===== src/rtl/sdc_pkg.sv =====
`default_nettype none

package sdc_pkg;

    localparam int SERIAL_BITS = 17;
    localparam int COUNT_BITS  = 10;
    localparam int YEAR_W      = 12;

    // The serial register has two guard bits so that overflow past the top serial stays visible.
    localparam int SER_W = SERIAL_BITS + 2;
    localparam int ALU_W = SER_W + 1;

    localparam int NDIG      = (SERIAL_BITS + 2) / 3;
    localparam int DIG_W     = NDIG * 3;
    localparam int DIG_CNT_W = $clog2(NDIG + 1);

    localparam int BASE_YEAR = 1900;
    localparam int YEAR_DAYS = 365;

    localparam logic [1:0] C4_INIT   = 2'(BASE_YEAR % 4);
    localparam logic [6:0] C100_INIT = 7'(BASE_YEAR % 100);
    localparam logic [1:0] CENT_INIT = 2'((BASE_YEAR / 100) % 4);

    typedef logic [1:0]       t_cmd;
    typedef logic [DIG_W-1:0] t_digits;

    localparam t_cmd CMD_TO_DATE   = 2'd0;
    localparam t_cmd CMD_TO_SERIAL = 2'd1;
    localparam t_cmd CMD_ADD_BDAYS = 2'd2;
    localparam t_cmd CMD_ROLL      = 2'd3;

    localparam logic [2:0] WD_MON = 3'd1;
    localparam logic [2:0] WD_FRI = 3'd5;
    localparam logic [2:0] WD_SAT = 3'd6;
    localparam logic [2:0] WD_SUN = 3'd7;

    localparam logic [3:0] MON_JAN = 4'd1;
    localparam logic [3:0] MON_FEB = 4'd2;
    localparam logic [3:0] MON_DEC = 4'd12;

    localparam logic [4:0] MONTH_LEN [16] = '{
        5'd0, 5'd31, 5'd28, 5'd31, 5'd30, 5'd31, 5'd30, 5'd31,
        5'd31, 5'd30, 5'd31, 5'd30, 5'd31, 5'd0, 5'd0, 5'd0
    };

    typedef struct packed {
        logic init;
        logic step;
    } t_year_ctl;

    typedef struct packed {
        logic       busy;
        logic [2:0] wday;
    } t_wday_stat;

    function automatic logic [4:0] month_days(input logic [3:0] m, input logic leap);
        logic [4:0] len;
        len = MONTH_LEN[m];
        if (leap && m == MON_FEB) begin
            len = 5'd29;
        end
        return len;
    endfunction

endpackage

`default_nettype wire


===== src/rtl/serial_date_calendar_unit.sv =====
`default_nettype none

// Calendar unit on day serials (serial 1 is Monday 1 January 1900, Gregorian leap years).
// Input channel: i_in_valid with the command and operand ports; a beat is taken when
// i_in_valid is high and o_in_stall is low. o_in_stall stays high from the accepted beat
// until the result beat has been taken, so one item is in flight at a time.
// Output channel: o_out_valid with the result ports; the beat is taken when o_out_valid is
// high and i_out_stall is low. While i_out_stall is high the result holds unchanged.
// Sequence: every command runs a weekday pass and ends with a date decomposition that
// walks the years after 1900 one at a time and then the months from January. Date to
// serial first adds the same year and month walk to build the serial. Add business days
// steps one calendar day at a time, and roll to business day steps forward over a weekend.
// The year, month and day walks run on one shared adder and a one-year-per-cycle counter;
// the weekday pass sums its digits with its own adder in sdc_mod7.
// Reset (synchronous, active low) returns the sequencer to idle with no result pending.

module serial_date_calendar_unit (
    input  wire logic                              i_clk,
    input  wire logic                              i_rst_n,
    input  wire logic                              i_in_valid,
    output logic                                   o_in_stall,
    input  wire logic [1:0]                        i_command,
    input  wire logic [sdc_pkg::SERIAL_BITS-1:0]   i_serial_in,
    input  wire logic [4:0]                        i_day_in,
    input  wire logic [3:0]                        i_month_in,
    input  wire logic [sdc_pkg::YEAR_W-1:0]        i_year_in,
    input  wire logic [sdc_pkg::COUNT_BITS-1:0]    i_count,
    output logic                                   o_out_valid,
    input  wire logic                              i_out_stall,
    output logic [sdc_pkg::SERIAL_BITS-1:0]        o_serial_out,
    output logic [4:0]                             o_day_out,
    output logic [3:0]                             o_month_out,
    output logic [sdc_pkg::YEAR_W-1:0]             o_year_out,
    output logic [2:0]                             o_day_of_week,
    output logic                                   o_business_day,
    output logic                                   o_error
);

    typedef enum logic [3:0] {
        S_IDLE,
        S_Y2S,
        S_M2S,
        S_S2FIN,
        S_WSTART,
        S_WWAIT,
        S_STEP,
        S_DINIT,
        S_YOF,
        S_MOF,
        S_DONE
    } t_state;

    t_state r_state, n_state;

    sdc_pkg::t_cmd                 r_cmd, n_cmd;
    logic [4:0]                    r_d_in, n_d_in;
    logic [3:0]                    r_m_in, n_m_in;
    logic [sdc_pkg::YEAR_W-1:0]    r_y_in, n_y_in;
    logic [sdc_pkg::COUNT_BITS-1:0] r_cnt, n_cnt;
    logic [sdc_pkg::SER_W-1:0]     r_ser, n_ser;
    logic [sdc_pkg::SER_W-1:0]     r_rem, n_rem;
    logic [3:0]                    r_mon, n_mon;
    logic [4:0]                    r_day, n_day;
    logic [2:0]                    r_wd, n_wd;
    logic                          r_err, n_err;
    logic                          r_pre, n_pre;

    sdc_pkg::t_year_ctl            year_ctl;
    sdc_pkg::t_wday_stat           wd_stat;
    logic                          wd_start;
    logic [sdc_pkg::YEAR_W-1:0]    year;
    logic                          leap;

    logic [8:0]                    year_len;
    logic [4:0]                    dom;
    logic                          over;
    logic                          weekend;
    logic [2:0]                    wd_next;
    logic                          in_bad;

    logic [sdc_pkg::ALU_W-1:0]     alu_a, alu_b, alu_res;
    logic                          alu_sub;
    logic                          borrow;

    sdc_year u_year (
        .i_clk  (i_clk),
        .i_ctl  (year_ctl),
        .o_year (year),
        .o_leap (leap)
    );

    sdc_mod7 u_mod7 (
        .i_clk    (i_clk),
        .i_rst_n  (i_rst_n),
        .i_start  (wd_start),
        .i_serial (r_ser[sdc_pkg::SERIAL_BITS-1:0]),
        .o_stat   (wd_stat)
    );

    assign year_len = leap ? 9'(sdc_pkg::YEAR_DAYS + 1) : 9'(sdc_pkg::YEAR_DAYS);
    assign dom      = sdc_pkg::month_days(r_mon, leap);
    assign over     = (r_ser[sdc_pkg::SER_W-1:sdc_pkg::SERIAL_BITS] != '0);
    assign weekend  = (r_wd >= sdc_pkg::WD_SAT);
    assign wd_next  = (r_wd == sdc_pkg::WD_SUN) ? sdc_pkg::WD_MON : r_wd + 1'b1;
    assign in_bad   = (i_year_in < sdc_pkg::YEAR_W'(sdc_pkg::BASE_YEAR))
                   || (i_month_in == 4'd0) || (i_month_in > sdc_pkg::MON_DEC)
                   || (i_day_in == 5'd0);

    // The one adder shared by every loop of the sequencer.
    always_comb begin
        alu_a   = sdc_pkg::ALU_W'(r_ser);
        alu_b   = '0;
        alu_sub = 1'b0;
        case (r_state)
            S_Y2S: begin
                alu_b = sdc_pkg::ALU_W'(year_len);
            end
            S_M2S: begin
                alu_b = (r_mon == r_m_in) ? sdc_pkg::ALU_W'(r_d_in) : sdc_pkg::ALU_W'(dom);
            end
            S_STEP: begin
                alu_b = sdc_pkg::ALU_W'(1);
            end
            S_DINIT: begin
                alu_b   = sdc_pkg::ALU_W'(1);
                alu_sub = 1'b1;
            end
            S_YOF: begin
                alu_a   = sdc_pkg::ALU_W'(r_rem);
                alu_b   = sdc_pkg::ALU_W'(year_len);
                alu_sub = 1'b1;
            end
            S_MOF: begin
                alu_a   = sdc_pkg::ALU_W'(r_rem);
                alu_b   = sdc_pkg::ALU_W'(dom);
                alu_sub = 1'b1;
            end
            default: begin
                alu_b = '0;
            end
        endcase
    end

    assign alu_res = alu_sub ? (alu_a - alu_b) : (alu_a + alu_b);
    assign borrow  = alu_res[sdc_pkg::ALU_W-1];

    always_comb begin
        n_state  = r_state;
        n_cmd    = r_cmd;
        n_d_in   = r_d_in;
        n_m_in   = r_m_in;
        n_y_in   = r_y_in;
        n_cnt    = r_cnt;
        n_ser    = r_ser;
        n_rem    = r_rem;
        n_mon    = r_mon;
        n_day    = r_day;
        n_wd     = r_wd;
        n_err    = r_err;
        n_pre    = r_pre;
        year_ctl = '0;
        wd_start = 1'b0;
        case (r_state)
            S_IDLE: begin
                if (i_in_valid) begin
                    n_cmd  = i_command;
                    n_d_in = i_day_in;
                    n_m_in = i_month_in;
                    n_y_in = i_year_in;
                    n_cnt  = i_count;
                    n_err  = 1'b0;
                    n_ser  = sdc_pkg::SER_W'(i_serial_in);
                    n_pre  = (i_command == sdc_pkg::CMD_ADD_BDAYS)
                          || (i_command == sdc_pkg::CMD_ROLL);
                    n_state = S_WSTART;
                    if (i_command == sdc_pkg::CMD_TO_SERIAL) begin
                        year_ctl.init = 1'b1;
                        n_ser = '0;
                        n_mon = sdc_pkg::MON_JAN;
                        if (in_bad) begin
                            n_err = 1'b1;
                        end else begin
                            n_state = S_Y2S;
                        end
                    end
                end
            end
            S_Y2S: begin
                if (year == r_y_in) begin
                    n_state = S_M2S;
                end else if (over) begin
                    // Once past the top serial the date can only land further out.
                    n_err   = 1'b1;
                    n_ser   = '0;
                    n_state = S_WSTART;
                end else begin
                    n_ser         = alu_res[sdc_pkg::SER_W-1:0];
                    year_ctl.step = 1'b1;
                end
            end
            S_M2S: begin
                if (r_mon == r_m_in) begin
                    if (r_d_in > dom) begin
                        n_err   = 1'b1;
                        n_ser   = '0;
                        n_state = S_WSTART;
                    end else begin
                        n_ser   = alu_res[sdc_pkg::SER_W-1:0];
                        n_state = S_S2FIN;
                    end
                end else begin
                    n_ser = alu_res[sdc_pkg::SER_W-1:0];
                    n_mon = r_mon + 1'b1;
                end
            end
            S_S2FIN: begin
                if (over) begin
                    n_err = 1'b1;
                    n_ser = '0;
                end
                n_state = S_WSTART;
            end
            S_WSTART: begin
                wd_start = 1'b1;
                n_state  = S_WWAIT;
            end
            S_WWAIT: begin
                if (!wd_stat.busy) begin
                    n_wd = wd_stat.wday;
                    if (r_pre) begin
                        n_pre   = 1'b0;
                        n_state = S_STEP;
                    end else begin
                        n_state = S_DINIT;
                    end
                end
            end
            S_STEP: begin
                // Every step moves one calendar day; only a weekday step uses up the count.
                if ((r_cmd == sdc_pkg::CMD_ROLL) ? weekend : (r_cnt != '0)) begin
                    n_ser = alu_res[sdc_pkg::SER_W-1:0];
                    n_wd  = wd_next;
                    if (r_cmd == sdc_pkg::CMD_ADD_BDAYS && !weekend) begin
                        n_cnt = r_cnt - 1'b1;
                    end
                end else begin
                    if (over) begin
                        n_err = 1'b1;
                        n_ser = '0;
                        n_wd  = sdc_pkg::WD_SUN;
                    end
                    n_state = S_DINIT;
                end
            end
            S_DINIT: begin
                year_ctl.init = 1'b1;
                n_mon         = sdc_pkg::MON_JAN;
                if (r_ser == '0) begin
                    n_day   = 5'd0;
                    n_state = S_DONE;
                end else begin
                    n_rem   = alu_res[sdc_pkg::SER_W-1:0];
                    n_state = S_YOF;
                end
            end
            S_YOF: begin
                if (borrow) begin
                    n_state = S_MOF;
                end else begin
                    n_rem         = alu_res[sdc_pkg::SER_W-1:0];
                    year_ctl.step = 1'b1;
                end
            end
            S_MOF: begin
                if (r_mon != sdc_pkg::MON_DEC && !borrow) begin
                    n_rem = alu_res[sdc_pkg::SER_W-1:0];
                    n_mon = r_mon + 1'b1;
                end else begin
                    n_day   = r_rem[4:0] + 5'd1;
                    n_state = S_DONE;
                end
            end
            S_DONE: begin
                if (!i_out_stall) begin
                    n_state = S_IDLE;
                end
            end
            default: begin
                n_state = S_IDLE;
            end
        endcase
    end

    always_ff @(posedge i_clk) begin
        if (!i_rst_n) begin
            r_state <= S_IDLE;
        end else begin
            r_state <= n_state;
            r_cmd   <= n_cmd;
            r_d_in  <= n_d_in;
            r_m_in  <= n_m_in;
            r_y_in  <= n_y_in;
            r_cnt   <= n_cnt;
            r_ser   <= n_ser;
            r_rem   <= n_rem;
            r_mon   <= n_mon;
            r_day   <= n_day;
            r_wd    <= n_wd;
            r_err   <= n_err;
            r_pre   <= n_pre;
        end
    end

    assign o_in_stall     = (r_state != S_IDLE);
    assign o_out_valid    = (r_state == S_DONE);
    assign o_serial_out   = r_ser[sdc_pkg::SERIAL_BITS-1:0];
    assign o_day_out      = r_day;
    assign o_month_out    = r_mon;
    assign o_year_out     = year;
    assign o_day_of_week  = r_wd;
    assign o_business_day = (r_wd <= sdc_pkg::WD_FRI);
    assign o_error        = r_err;

endmodule

`default_nettype wire


===== src/rtl/sdc_year.sv =====
`default_nettype none

module sdc_year (
    input  wire logic                    i_clk,
    input  wire sdc_pkg::t_year_ctl      i_ctl,
    output logic [sdc_pkg::YEAR_W-1:0]   o_year,
    output logic                         o_leap
);

    logic [sdc_pkg::YEAR_W-1:0] r_year;
    logic [1:0]                 r_c4;
    logic [6:0]                 r_c100;
    logic [1:0]                 r_cent;

    // Position within the four-year, century and four-century cycles, so the leap rule
    // needs no division.
    always_ff @(posedge i_clk) begin
        if (i_ctl.init) begin
            r_year <= sdc_pkg::YEAR_W'(sdc_pkg::BASE_YEAR);
            r_c4   <= sdc_pkg::C4_INIT;
            r_c100 <= sdc_pkg::C100_INIT;
            r_cent <= sdc_pkg::CENT_INIT;
        end else if (i_ctl.step) begin
            r_year <= r_year + 1'b1;
            r_c4   <= r_c4 + 1'b1;
            if (r_c100 == 7'd99) begin
                r_c100 <= 7'd0;
                r_cent <= r_cent + 1'b1;
            end else begin
                r_c100 <= r_c100 + 1'b1;
            end
        end
    end

    assign o_year = r_year;
    assign o_leap = (r_c4 == 2'd0) && ((r_c100 != 7'd0) || (r_cent == 2'd0));

endmodule

`default_nettype wire


===== src/rtl/sdc_mod7.sv =====
`default_nettype none

module sdc_mod7 (
    input  wire logic                           i_clk,
    input  wire logic                           i_rst_n,
    input  wire logic                           i_start,
    input  wire logic [sdc_pkg::SERIAL_BITS-1:0] i_serial,
    output sdc_pkg::t_wday_stat                 o_stat
);

    logic [sdc_pkg::DIG_CNT_W-1:0] r_left;
    sdc_pkg::t_digits              r_dig;
    logic [2:0]                    r_acc;
    logic [3:0]                    sum;

    // Eight is one modulo seven, so the octal digits are summed modulo seven.
    assign sum = {1'b0, r_acc} + {1'b0, r_dig[2:0]};

    always_ff @(posedge i_clk) begin
        if (!i_rst_n) begin
            r_left <= '0;
        end else if (i_start) begin
            r_left <= sdc_pkg::DIG_CNT_W'(sdc_pkg::NDIG);
            r_dig  <= sdc_pkg::t_digits'(i_serial);
            r_acc  <= 3'd0;
        end else if (r_left != '0) begin
            r_left <= r_left - 1'b1;
            r_dig  <= r_dig >> 3;
            r_acc  <= (sum >= 4'd7) ? 3'(sum - 4'd7) : sum[2:0];
        end
    end

    // Serial plus six modulo seven, plus one, comes out as the remainder itself with
    // zero standing for Sunday.
    assign o_stat.busy = (r_left != '0);
    assign o_stat.wday = (r_acc == 3'd0) ? sdc_pkg::WD_SUN : r_acc;

endmodule

`default_nettype wire

===== config.mk =====
export PLATFORM = sky130hd
export DESIGN_NAME = serial_date_calendar_unit
export DESIGN_NICKNAME = d
export VERILOG_FILES = /design/src/rtl/sdc_pkg.sv /design/src/rtl/serial_date_calendar_unit.sv /design/src/rtl/sdc_year.sv /design/src/rtl/sdc_mod7.sv
export SDC_FILE = /design/constraint.sdc
export NUM_CORES = 1
export LEC_CHECK = 0
export BUFFER_PORTS_ARGS = -buffer_cell sky130_fd_sc_hd__buf_4
export CAP_MARGIN = 10
export CORE_ASPECT_RATIO = 1.1
export CORE_MARGIN = 5
export CORE_UTILIZATION = 53
export DETAILED_ROUTE_END_ITERATION = 8
export GPL_TIMING_DRIVEN = 0
export HOLD_SLACK_MARGIN = 0.03
export PLACE_DENSITY = 0.77
export REMOVE_ABC_BUFFERS = 1
export SYNTH_ARGS = -nofsm -noshare
export SYNTH_HDL_FRONTEND = slang
export SYNTH_SLANG_ARGS = --single-unit
export TNS_END_PERCENT = 30

===== constraint.sdc =====
create_clock -name i_clk -period 6.7 [get_ports i_clk]
set_input_delay 1.34 -clock i_clk [delete_from_list [all_inputs] [get_ports i_clk]]
set_output_delay 1.34 -clock i_clk [all_outputs]
set_load 0.01 [all_outputs]

### Yosys cells after proc, flatten, opt, wreduce, memory -nomap -nowiden

Memories as Yosys holds them, arrays and structs flattened.
Index checks and enable logic that the tools add are counted.

| cells by class | value |
|---|---|
| $add $sub $neg | 13 |
| $lt $le $gt $ge | 7 |
| equality and inequality tests | 40 |
| mux-type cells | 83 |
| bitwise gates (word level) | 2 |
| reduce and logical (&&, ||, !) cells | 48 |

Operators with widths:

| kind | number |
|---|---|
| 19-bit two-way mux | 11 |
| 19-bit one-hot mux with 5 select lines | 1 |
| 19-bit one-hot mux with 3 select lines | 1 |
| 4-bit two-way mux | 13 |
| 17-bit two-way mux | 3 |
| 4-bit one-hot mux with 11 select lines | 1 |
| 3-bit two-way mux | 12 |
| 9-bit one-hot mux with 4 select lines | 1 |
| 2-bit inequality test (second input constant) | 17 |
| 10-bit two-way mux | 3 |
| 5-bit two-way mux | 6 |
| 20-bit adder | 1 |
| 20-bit two-way mux | 1 |
| 10-bit one-hot mux with 2 select lines | 1 |
| 20-bit subtractor | 1 |
| 19-bit zero test | 1 |
| 1-bit two-way mux | 19 |
| 4-bit by 3-bit equality test with 1-bit output (second input constant) | 4 |
| 4-bit one-hot mux with 4 select lines | 1 |
| 4-bit AND reduction | 4 |
| 12-bit by 1-bit adder with 12-bit output (second input constant) | 1 |
| 12-bit equality test | 1 |
| 4-bit by 2-bit equality test with 1-bit output (second input constant) | 3 |
| 4-bit equality test (second input constant) | 3 |
| other kinds (53) | 83 |

| word-level totals | value |
|---|---|
| register bits after elaboration | 135 |
| bits in read-only memories | 80 |
| bits of input ports | 54 |
| output and inout bits | 45 |
| logic and storage cells | 215 |
| memories | 1 |

Memories:

| name | depth | width | read ports | clocked after Yosys merged registers in | wr ports | line | text |
|---|---|---|---|---|---|---|---|
| (no name shown) | 16 | 5 | 1 | 0 | 0 | sdc_pkg.sv:58 | `len = MONTH_LEN[m];` |

### Longest topological paths before layout

Gate-level depths: netlist of run 1.

| logic depth | value |
|---|---|
| depth in word-level cells | 13 |
| mapped depth | 24 |

### Cells and area by module

From an unflattened synthesis of run 1, not the netlist that was laid out.

| second synthesis, totals | value |
|---|---|
| cells, all modules | 828 |
| area total of the unflattened synthesis | 8404.3 um2 |

Modules (own cells, without submodules):

| module | times used | cells an instance | area an instance (um2) | sequential area each (um2) |
|---|---|---|---|---|
| serial_date_calendar_unit | 1 | 626 | 6211.0 | 2632.5 |
| sdc_mod7 | 1 | 85 | 1153.6 | 660.6 |
| sdc_year | 1 | 117 | 1039.7 | 460.4 |

### Worst setup path before layout of run 1

Ideal clock, no wire load.

| timing | value |
|---|---|
| path kind | register to register |
| start | register u_year.r_cent[0] |
| end | register r_rem[0] (netlist bit) (enable) |
| library setup time | 0.499 ns |
| data arrival time | 6.982 ns |
| path slack | -0.781 ns |
| stages on the path, launching flop included | 24 |
| period minus slack after synthesis | 7.481 ns |
| path through | dfxtp_1 inv_1 ha_1 or4b_4 o2111ai_2 o211ai_2 a222oi_1 o21ai_1 inv_1 ha_1 nand2_1 or2_2 nor2_1 ha_1 a21oi_1 ha_1 a21oi_1 o21ai_0 o2bb2ai_1 a21o_1 a21oi_1 nor2_1 o21ai_0 a2111oi_0 |

| between the ends | value |
|---|---|
| longest elaborated chain between the ends | 13 |
| elaborated cells on any way between the ends | 16 |

RTL lines:

| what | line | text |
|---|---|---|
| start, declared | sdc_year.sv:13 | `logic [1:0] r_cent;` |
| start signal, assigned | sdc_year.sv:22 | `r_cent <= sdc_pkg::CENT_INIT;` |
| start signal, assigned | sdc_year.sv:28 | `r_cent <= r_cent + 1'b1;` |
| 2-bit zero test * | sdc_year.sv:36 | `assign o_leap = (r_c4 == 2'd0) && ((r_c100 != 7'd0) \|\| (r_cent == 2'd0));` |
| 1-bit logical OR * | sdc_year.sv:36 |  |
| 1-bit logical AND * | sdc_year.sv:36 |  |
| 1-bit logical AND | sdc_pkg.sv:59 | `if (leap && m == MON_FEB) begin` |
| 5-bit two-way mux | sdc_pkg.sv:59 |  |
| 5-bit two-way mux | serial_date_calendar_unit.sv:119 | `alu_b = (r_mon == r_m_in) ? sdc_pkg::ALU_W'(r_d_in) : sdc_pkg::ALU_W'(dom);` |
| 9-bit one-hot mux with 4 select lines * | serial_date_calendar_unit.sv:114 | `case (r_state)` |
| 20-bit adder or 20-bit subtractor (tied branches) | serial_date_calendar_unit.sv:144 | `assign alu_res = alu_sub ? (alu_a - alu_b) : (alu_a + alu_b);` |
| 20-bit two-way mux * | serial_date_calendar_unit.sv:144 |  |
| 1-bit zero test | serial_date_calendar_unit.sv:275 | `if (r_mon != sdc_pkg::MON_DEC && !borrow) begin` |
| 1-bit logical AND | serial_date_calendar_unit.sv:275 |  |
| 2-bit inequality test (no source line) | - |  |
| 5-bit AND reduction (no source line) * | - |  |
| end signal, assigned | serial_date_calendar_unit.sv:305 | `r_rem <= n_rem;` |
| end, declared | serial_date_calendar_unit.sv:61 | `logic [sdc_pkg::SER_W-1:0] r_rem, n_rem;` |

Every way passes the cells marked *; elsewhere a longest branch is shown, timed or not.
A chain may end at the register's enable or synchronous reset.

### Worst setup path in the final report of run 1

| timing | value |
|---|---|
| start | register r_state[1] |
| end | register r_rem[7] (netlist bit) (enable) |

| between the ends | value |
|---|---|
| longest elaborated chain between the ends | 9 |
| elaborated cells on any way between the ends | 23 |

RTL lines:

| what | line | text |
|---|---|---|
| start, declared | serial_date_calendar_unit.sv:53 | `t_state r_state, n_state;` |
| start signal, assigned | serial_date_calendar_unit.sv:298 | `r_state <= n_state;` |
| 4-bit equality test, or another cell as far along | serial_date_calendar_unit.sv:114, serial_date_calendar_unit.sv:163 |  |
| 2-bit OR reduction (no source line) | - |  |
| 9-bit one-hot mux with 4 select lines or 19-bit two-way mux (tied branches) | serial_date_calendar_unit.sv:114 |  |
| 20-bit adder or 20-bit subtractor (tied branches) | serial_date_calendar_unit.sv:144 |  |
| 20-bit two-way mux | serial_date_calendar_unit.sv:144 |  |
| 1-bit zero test | serial_date_calendar_unit.sv:275 |  |
| 1-bit logical AND | serial_date_calendar_unit.sv:275 |  |
| 2-bit inequality test (no source line) | - |  |
| 5-bit AND reduction (no source line) * | - |  |

Marks and branches as above.

==> metrics.txt, run 1 <==
vias around 6400; CP Data Required Time just under 7 ns; setup TNS 0 ns; clock root buffer clkbuf_16; ys flop type edfxtp_1; nets around 1000; Post-synth EDFFs around 110; setup repair after global routing missed its margin no; Hold/Removal Path Class register to register; status complete, no violations; largest net degree at the start of global routing 26; clk_lat worst skew around 0.42 ns; crit start category register; flops & latches, synth about 140; Worst R2R Start r_state[1]$_SDFFE_PN0P_; port bufs 98; Post-Syn Area ~8200 um^2; maximum clock path buffer count 2; register area share after synthesis between 40 and 50%; Layout Cells excl Fill 1123; multi-input logic area just over 4000 um^2; min-delay src u_year.r_cent[1]$_SDFFE_PP1P_; Slew HR about 23%; I/O Pins 99; Comb pwr share around 57%; Synth Instances between 800 and 900; final hold vios 0; Die ar. approximately 18000 um^2; Die Span Y between 100 and 150 um; Total Routing Usage GR between 20 and 25%; clk slew on worst S/H paths approximately 0.060 ns; antenna-violating nets left 0; clk sink count 135; final-layout fill cell count between 1000 and 1500; most common cell after layout, fill and taps aside nand2_1; achievable frequency ~170 MHz; TritonCTS Buffers 17; Reg2Reg Depth 22; slew at the pin closest to its max-slew limit approximately 1.2 ns; Core ar. approximately 15000 um^2; GRT Residual Overflow 0; cts hold-fix bufs 0; final WL between 15 and 20 mm; switching share of power 43.7%; Worst setup EP type register; final core utilization approximately 63%; Setup Skew approximately 0.0070 ns; fin crit period 5.99 ns; Hold EP u_year.r_cent[1]$_SDFFE_PP1P_; setup violators final 0; asr flop ratio synth 0%; clock share of power between 10 and 15%; Data arrival, critical path 6.12 ns; PD cells 604 nW/um^2; VDD IR max 0.583 mV; dpl hpwl ~14 mm; initial drt markers a little under 700; total of max-cap violations 0; cell internal pwr around 0.0033 W; Diodes inserted 0; layout cells sized above 1 19.2%; reg-to-reg slack, setup ~0.7 ns; Critical Setup Path Class register to register; first-pass GRT wire length about 32 mm; worst hold path cell count 2; row count 47; RR Endpoint r_rem[7]$_DFFE_PP_; Synth Area per Inst between 9 and 10 um^2; Post-CTS Setup Inserts 0; CTS H-tree lvls 4; # resized after CTS 0; Remaining DRCs 0; Syn. warnings 0; Static Leak approximately 4 nW; die width roughly 130 um; placed inst area ~9000 um^2; most frequent cells in the layout nand2_1, edfxtp_1, buf_4; Register Area 3750 um^2; CTS tree built; Slew Limit Fails 0; First-pass DRT Iterations 5; vias in the first global route 6302; GPL Wtd Cong around 0.87; switching power total approximately 0.0025 W; placed insts 1090; post-route cell area between 9000 and 10000 um^2; sequential share of power 28.0%; final worst path period share roughly nine tenths; Via density roughly 5.7; crit path max fanout 19; wire per inst 17.1 um; Area growth syn-to-layout 16.7%; Yosys cell types between 70 and 80; initial antenna violation count 0; Starting Density between 50% and 60%
-- state kept, by name, summed over array words and instances (netlist names), 5 cells and up --
name	count
r_rem	19
r_ser	19
u_mod7.r_dig	17
r_y_in	12
u_year.o_year	12
r_cnt	10
u_year.r_c100	7
o_day_out	5
r_d_in	5
-- cell type report --
| type | count | area share [%] |
|---|---|---|
| Multi-Input combinational cell | 621 | 42.9 |
| Sequential cell | 135 | 39.2 |
| Timing Repair Buffer | 106 | 8.46 |
| Clock buffer | 18 | 4.48 |
| Tap cell | 196 | 2.56 |
| Inverter | 33 | 1.29 |
| Clock inverter | 14 | 1.09 |
-- logic make-up (layout without fill, tap and decap cells) --
family          Yosys count  after routing  synth area share [%]
compound gates          170            170                  13.9
xor+xnor                 66             66                  7.14
fa+ha+maj                51             51                  7.96
buf+inv                  76            171                  4.45
flops                   135            135                  45.8
mux                      24             24                  3.20
simple gates            310            310                  17.6
-- worst max-delay path, stage by stage, from the launching register on --
cell and delay, ns:
dfxtp_1 0.72, nand2b_1 0.29, nor3_1 0.68, a21oi_1 0.23, o221ai_1 0.33, inv_1 0.09, ha_1 0.22, nand2_1 0.05
or2_2 0.15, nor2_1 0.05, ha_1 0.29, a21oi_1 0.08, ha_1 0.41, a21oi_1 0.08, o21ai_0 0.24, o2bb2ai_1 0.17
a21o_1 0.20, a21oi_1 0.18, nor2_1 0.18, o21ai_0 0.17, a2111oi_2 0.41, buf_2 0.28, buf_4 0.20
-- power groups by stage --
stage	Clock [W]	Sequential (W)	Combinational, W
CTS	0.000847	0.00162	0.00332
global placement	0	0.00163	0.00316
finish	0.000838	0.00162	0.00333
global route	0.000889	0.00165	0.00373
detailed placement	0	0.00163	0.00328
floorplan	0	0.00158	0.00246
-- metrics by stage --
stage / power [W] / hold slack (ns) / setup WS (ns)
6_report: 0.00578 / 0.478 / 0.706
5_1_grt: 0.00626 / 0.522 / 0.356
4_1_cts: 0.00578 / 0.483 / 0.858
3_5_place_dp: 0.00491 / 0.473 / 0.867
3_3_place_gp: 0.00480 / 0.464 / -3.98
2_1_floorplan: 0.00404 / 0.448 / -0.781
-- per-layer routing --
| metal | track usage (%) | wire length (um) | part of all wire (%) | up-vias |
|---|---|---|---|---|
| met5 | 0 | 0 | 0 | - |
| met4 | 6.03 | 226 | 1.2 | 0 |
| li1 | - | - | - | 3172 |
| met1 | 29.3 | 8510 | 44 | 3039 |
| met3 | 4.42 | 1150 | 6.0 | 17 |
| met2 | 36.3 | 9330 | 49 | 193 |
-- worst max path at each step --
stage / startpoint / endpoint / slack [ns] / cells past startpoint
2_1_floorplan: u_year.r_cent[0]$_SDFFE_PP1P_ / r_rem[0]$_DFFE_PP_ / -0.78 / 23
3_3_place_gp: r_state[3]$_SDFFE_PN0P_ / r_rem[7]$_DFFE_PP_ / -3.98 / 14
3_5_place_dp: r_state[1]$_SDFFE_PN0P_ / u_year.r_c100[2]$_SDFFE_PP0P_ / 0.87 / 20
4_1_cts: r_state[1]$_SDFFE_PN0P_ / u_year.r_c100[5]$_SDFFE_PP0P_ / 0.86 / 20
5_1_grt: r_state[1]$_SDFFE_PN0P_ / u_year.r_cent[0]$_SDFFE_PP1P_ / 0.36 / 20
6_report: r_state[1]$_SDFFE_PN0P_ / r_rem[7]$_DFFE_PP_ / 0.71 / 22
-- synthesized netlist by cell type, types with 7 or more instances --
master,instances,area [um^2]
a21o_1,12,90.1
a21oi_1,39,195
a22oi_1,9,67.6
and3_1,9,56.3
buf_2,7,35.0
buf_4,19,143
clkbuf_1,15,56.3
dfxtp_1,30,601
edfxtp_1,105,3150
ha_1,49,613
inv_1,33,124
mux2_2,18,203
nand2_1,109,409
nand2b_1,8,50.1
nand3_1,21,105
nand4_1,11,68.8
nor2_1,84,315
nor2b_1,9,56.3
nor3_1,21,105
nor4_1,7,43.8
o21a_1,7,52.6
o21ai_0,41,205
xnor2_1,29,254
xor2_1,36,315
(Power assumes the default switching activity.)
==> run 2: changes to the inputs <==
--- a/config.mk
+++ b/config.mk
@@ -13,7 +13,7 @@
 export DETAILED_ROUTE_END_ITERATION = 8
 export GPL_TIMING_DRIVEN = 0
 export HOLD_SLACK_MARGIN = 0.03
-export PLACE_DENSITY = 0.77
+export PLACE_DENSITY = 0.76
 export REMOVE_ABC_BUFFERS = 1
 export SYNTH_ARGS = -nofsm -noshare
 export SYNTH_HDL_FRONTEND = slang
==> metrics.txt, run 2 (synthesized netlist as in run 1, its figures left out) <==
total of max-cap violations 0 (unchanged); Diodes inserted 0 (unchanged); Area growth syn-to-layout 17.1%; Remaining DRCs 0 (unchanged); met1 wire length 8.59 mm (+0.89%); setup violators final 0 (unchanged); final WL 19.4 mm (+1.2%); crit start category register; clock root buffer clkbuf_16; WL met3 1.22 mm (+6.5%); final worst path period share 92.3% (+2.8 points); dpl ws 0.498 ns (-0.369 ns); CTS tree built; most common cell after layout, fill and taps aside nand2_1; Layout Cells excl Fill 1121 (-0.18%); Setup Skew 0.00956 ns (+0.00253 ns); setup TNS 0 ns (unchanged); layout cells sized above 1 19.2% (+0.042 points); Data arrival, critical path 6.31 ns (+0.19 ns); I/O Pins 99 (unchanged); antenna-violating nets left 0 (unchanged); CP cell instances nand2b_1, nor3_1, a21oi_1, o221ai_1, inv_1, ha_1, nand2_1, or2_2, nor2_1, ha_1, a21oi_1, ha_1, a21oi_1, o21ai_0, o2bb2ai_1, a21o_1, a21oi_1, nor2_1, o21ai_0, a2111oi_4, buf_2; Starting Density 54.3% (unchanged); top flop regs r_rem: 19 flops, r_ser: 19 flops, u_mod7.r_dig: 17 flops; nets 1017 (-0.20%); TritonCTS Buffers 17 (unchanged); fin crit period 6.18 ns (+0.191 ns); vias 6468 (+0.73%); Slew HR 19.4% (-3.5 points); Post-CTS Setup Inserts 0 (unchanged); first-pass GRT wire length 31.8 mm (+0.57%); largest net degree at the start of global routing 26 (unchanged); CTS H-tree lvls 4 (unchanged); PD cells 607 nW/um^2 (+0.49%); # resized after CTS 0 (unchanged); crit path max fanout 19 (unchanged); VDD IR max 0.391 mV (-33%); initial drt markers 565 (-16%); Hold/Removal Path Class register to register; clk_lat worst skew 0.43 ns (about the same); dpl hpwl 14.4 mm (+0.80%); Worst setup EP type register; met2 wire length 9.29 mm (-0.52%); final core utilization 63.6% (+0.25 points); critical path's largest stage delay 0.72 ns (about the same); most frequent cells in the layout nand2_1, edfxtp_1, buf_4; final-layout fill cell count 1241 (+1.2%); Die ar. 18100 um^2 (unchanged); final hold vios 0 (unchanged); GRT Residual Overflow 0 (unchanged); First-pass DRT Iterations 6 (+1); clk slew on worst S/H paths 0.06 ns (about the same); achievable frequency 162 MHz (-3.1%); Die Span Y 140 um (unchanged); CP Data Required Time 6.82 ns (about the same); setup repair after global routing missed its margin no; wire per inst 17.3 um (+1.3%); initial antenna violation count 0 (unchanged); Top Metal Used met4; slew at the pin closest to its max-slew limit 1.21 ns (+0.0519 ns); die width 129 um (unchanged); Static Leak 3.92 nW (+0.74%); placed insts 1089 (-0.092%); Critical Setup Path Class register to register; most used cell, CP a21oi_1; GPL Wtd Cong 0.902 (+3.3%); maximum clock path buffer count 2 (unchanged); Total Routing Usage GR 22.1% (+0.16 points); Via density 5.77 (+0.91%); Core ar. 15100 um^2 (unchanged); cts hold-fix bufs 0 (unchanged); CP max-delay cell dfxtp_1; vias in the first global route 6361 (+0.94%); clk sink count 135 (unchanged); status complete, no violations; port bufs 98 (unchanged); worst setup margin 0.516 ns (-0.191 ns); row count 47 (unchanged); Slew Limit Fails 0 (unchanged)
## run 2: layout make-up
type	count	area, um^2	area share (%)
clock buffers	17	425	4.43
clock inverters	15	136	1.42
inverters	33	124	1.29
multi-input cells	621	4120	42.9
flip-flops and latches	135	3750	39.1
well taps	196	245	2.55
repair buffers	104	801	8.33
## run 2: final timing paths
path	endpoint	slack [ns]	depth (start not counted)	startpoint
hold / removal	u_year.r_cent[1]$_SDFFE_PP1P_	0.48	2	u_year.r_cent[1]$_SDFFE_PP1P_
setup reg to reg	r_rem[8]$_DFFE_PP_	0.52	21	r_state[1]$_SDFFE_PN0P_
setup / recovery	r_rem[8]$_DFFE_PP_	0.52	21	r_state[1]$_SDFFE_PN0P_
hold reg to reg	u_year.r_cent[1]$_SDFFE_PP1P_	0.48	2	u_year.r_cent[1]$_SDFFE_PP1P_
## run 2: critical path: cells and delay by family (launching register included)
kind / cells / cell delay, ns
AOI/OAI and AO/OA: 10 / 2.43
DFF: 1 / 0.72
and+or+nand+nor: 6 / 1.38
buffers and inverters: 2 / 0.40
adders and majority gates: 3 / 0.93
## run 2: where the power goes
part	internal, W	leakage (nW)	switching (W)
Clock	0.000488	0.281	0.000398
Combinational	0.00139	2.42	0.00193
Sequential	0.00139	1.22	0.000233
## run 2: through the flow
stage,total power [W],hold WS (ns),area (um^2)
6_report,0.00584,0.483,9610
5_1_grt,0.00630,0.512,9610
4_1_cts,0.00583,0.487,9600
3_5_place_dp,0.00490,0.479,9030
3_3_place_gp,0.00478,0.461,8940
2_1_floorplan,0.00404,0.448,7960
## run 2: routing by layer
metal  global-route usage (%)  up-vias
li1                         -     3162
met1                     30.0     3049
met3                     4.19       26
met2                     35.6      231
met4                     7.46        0
met5                        0        -
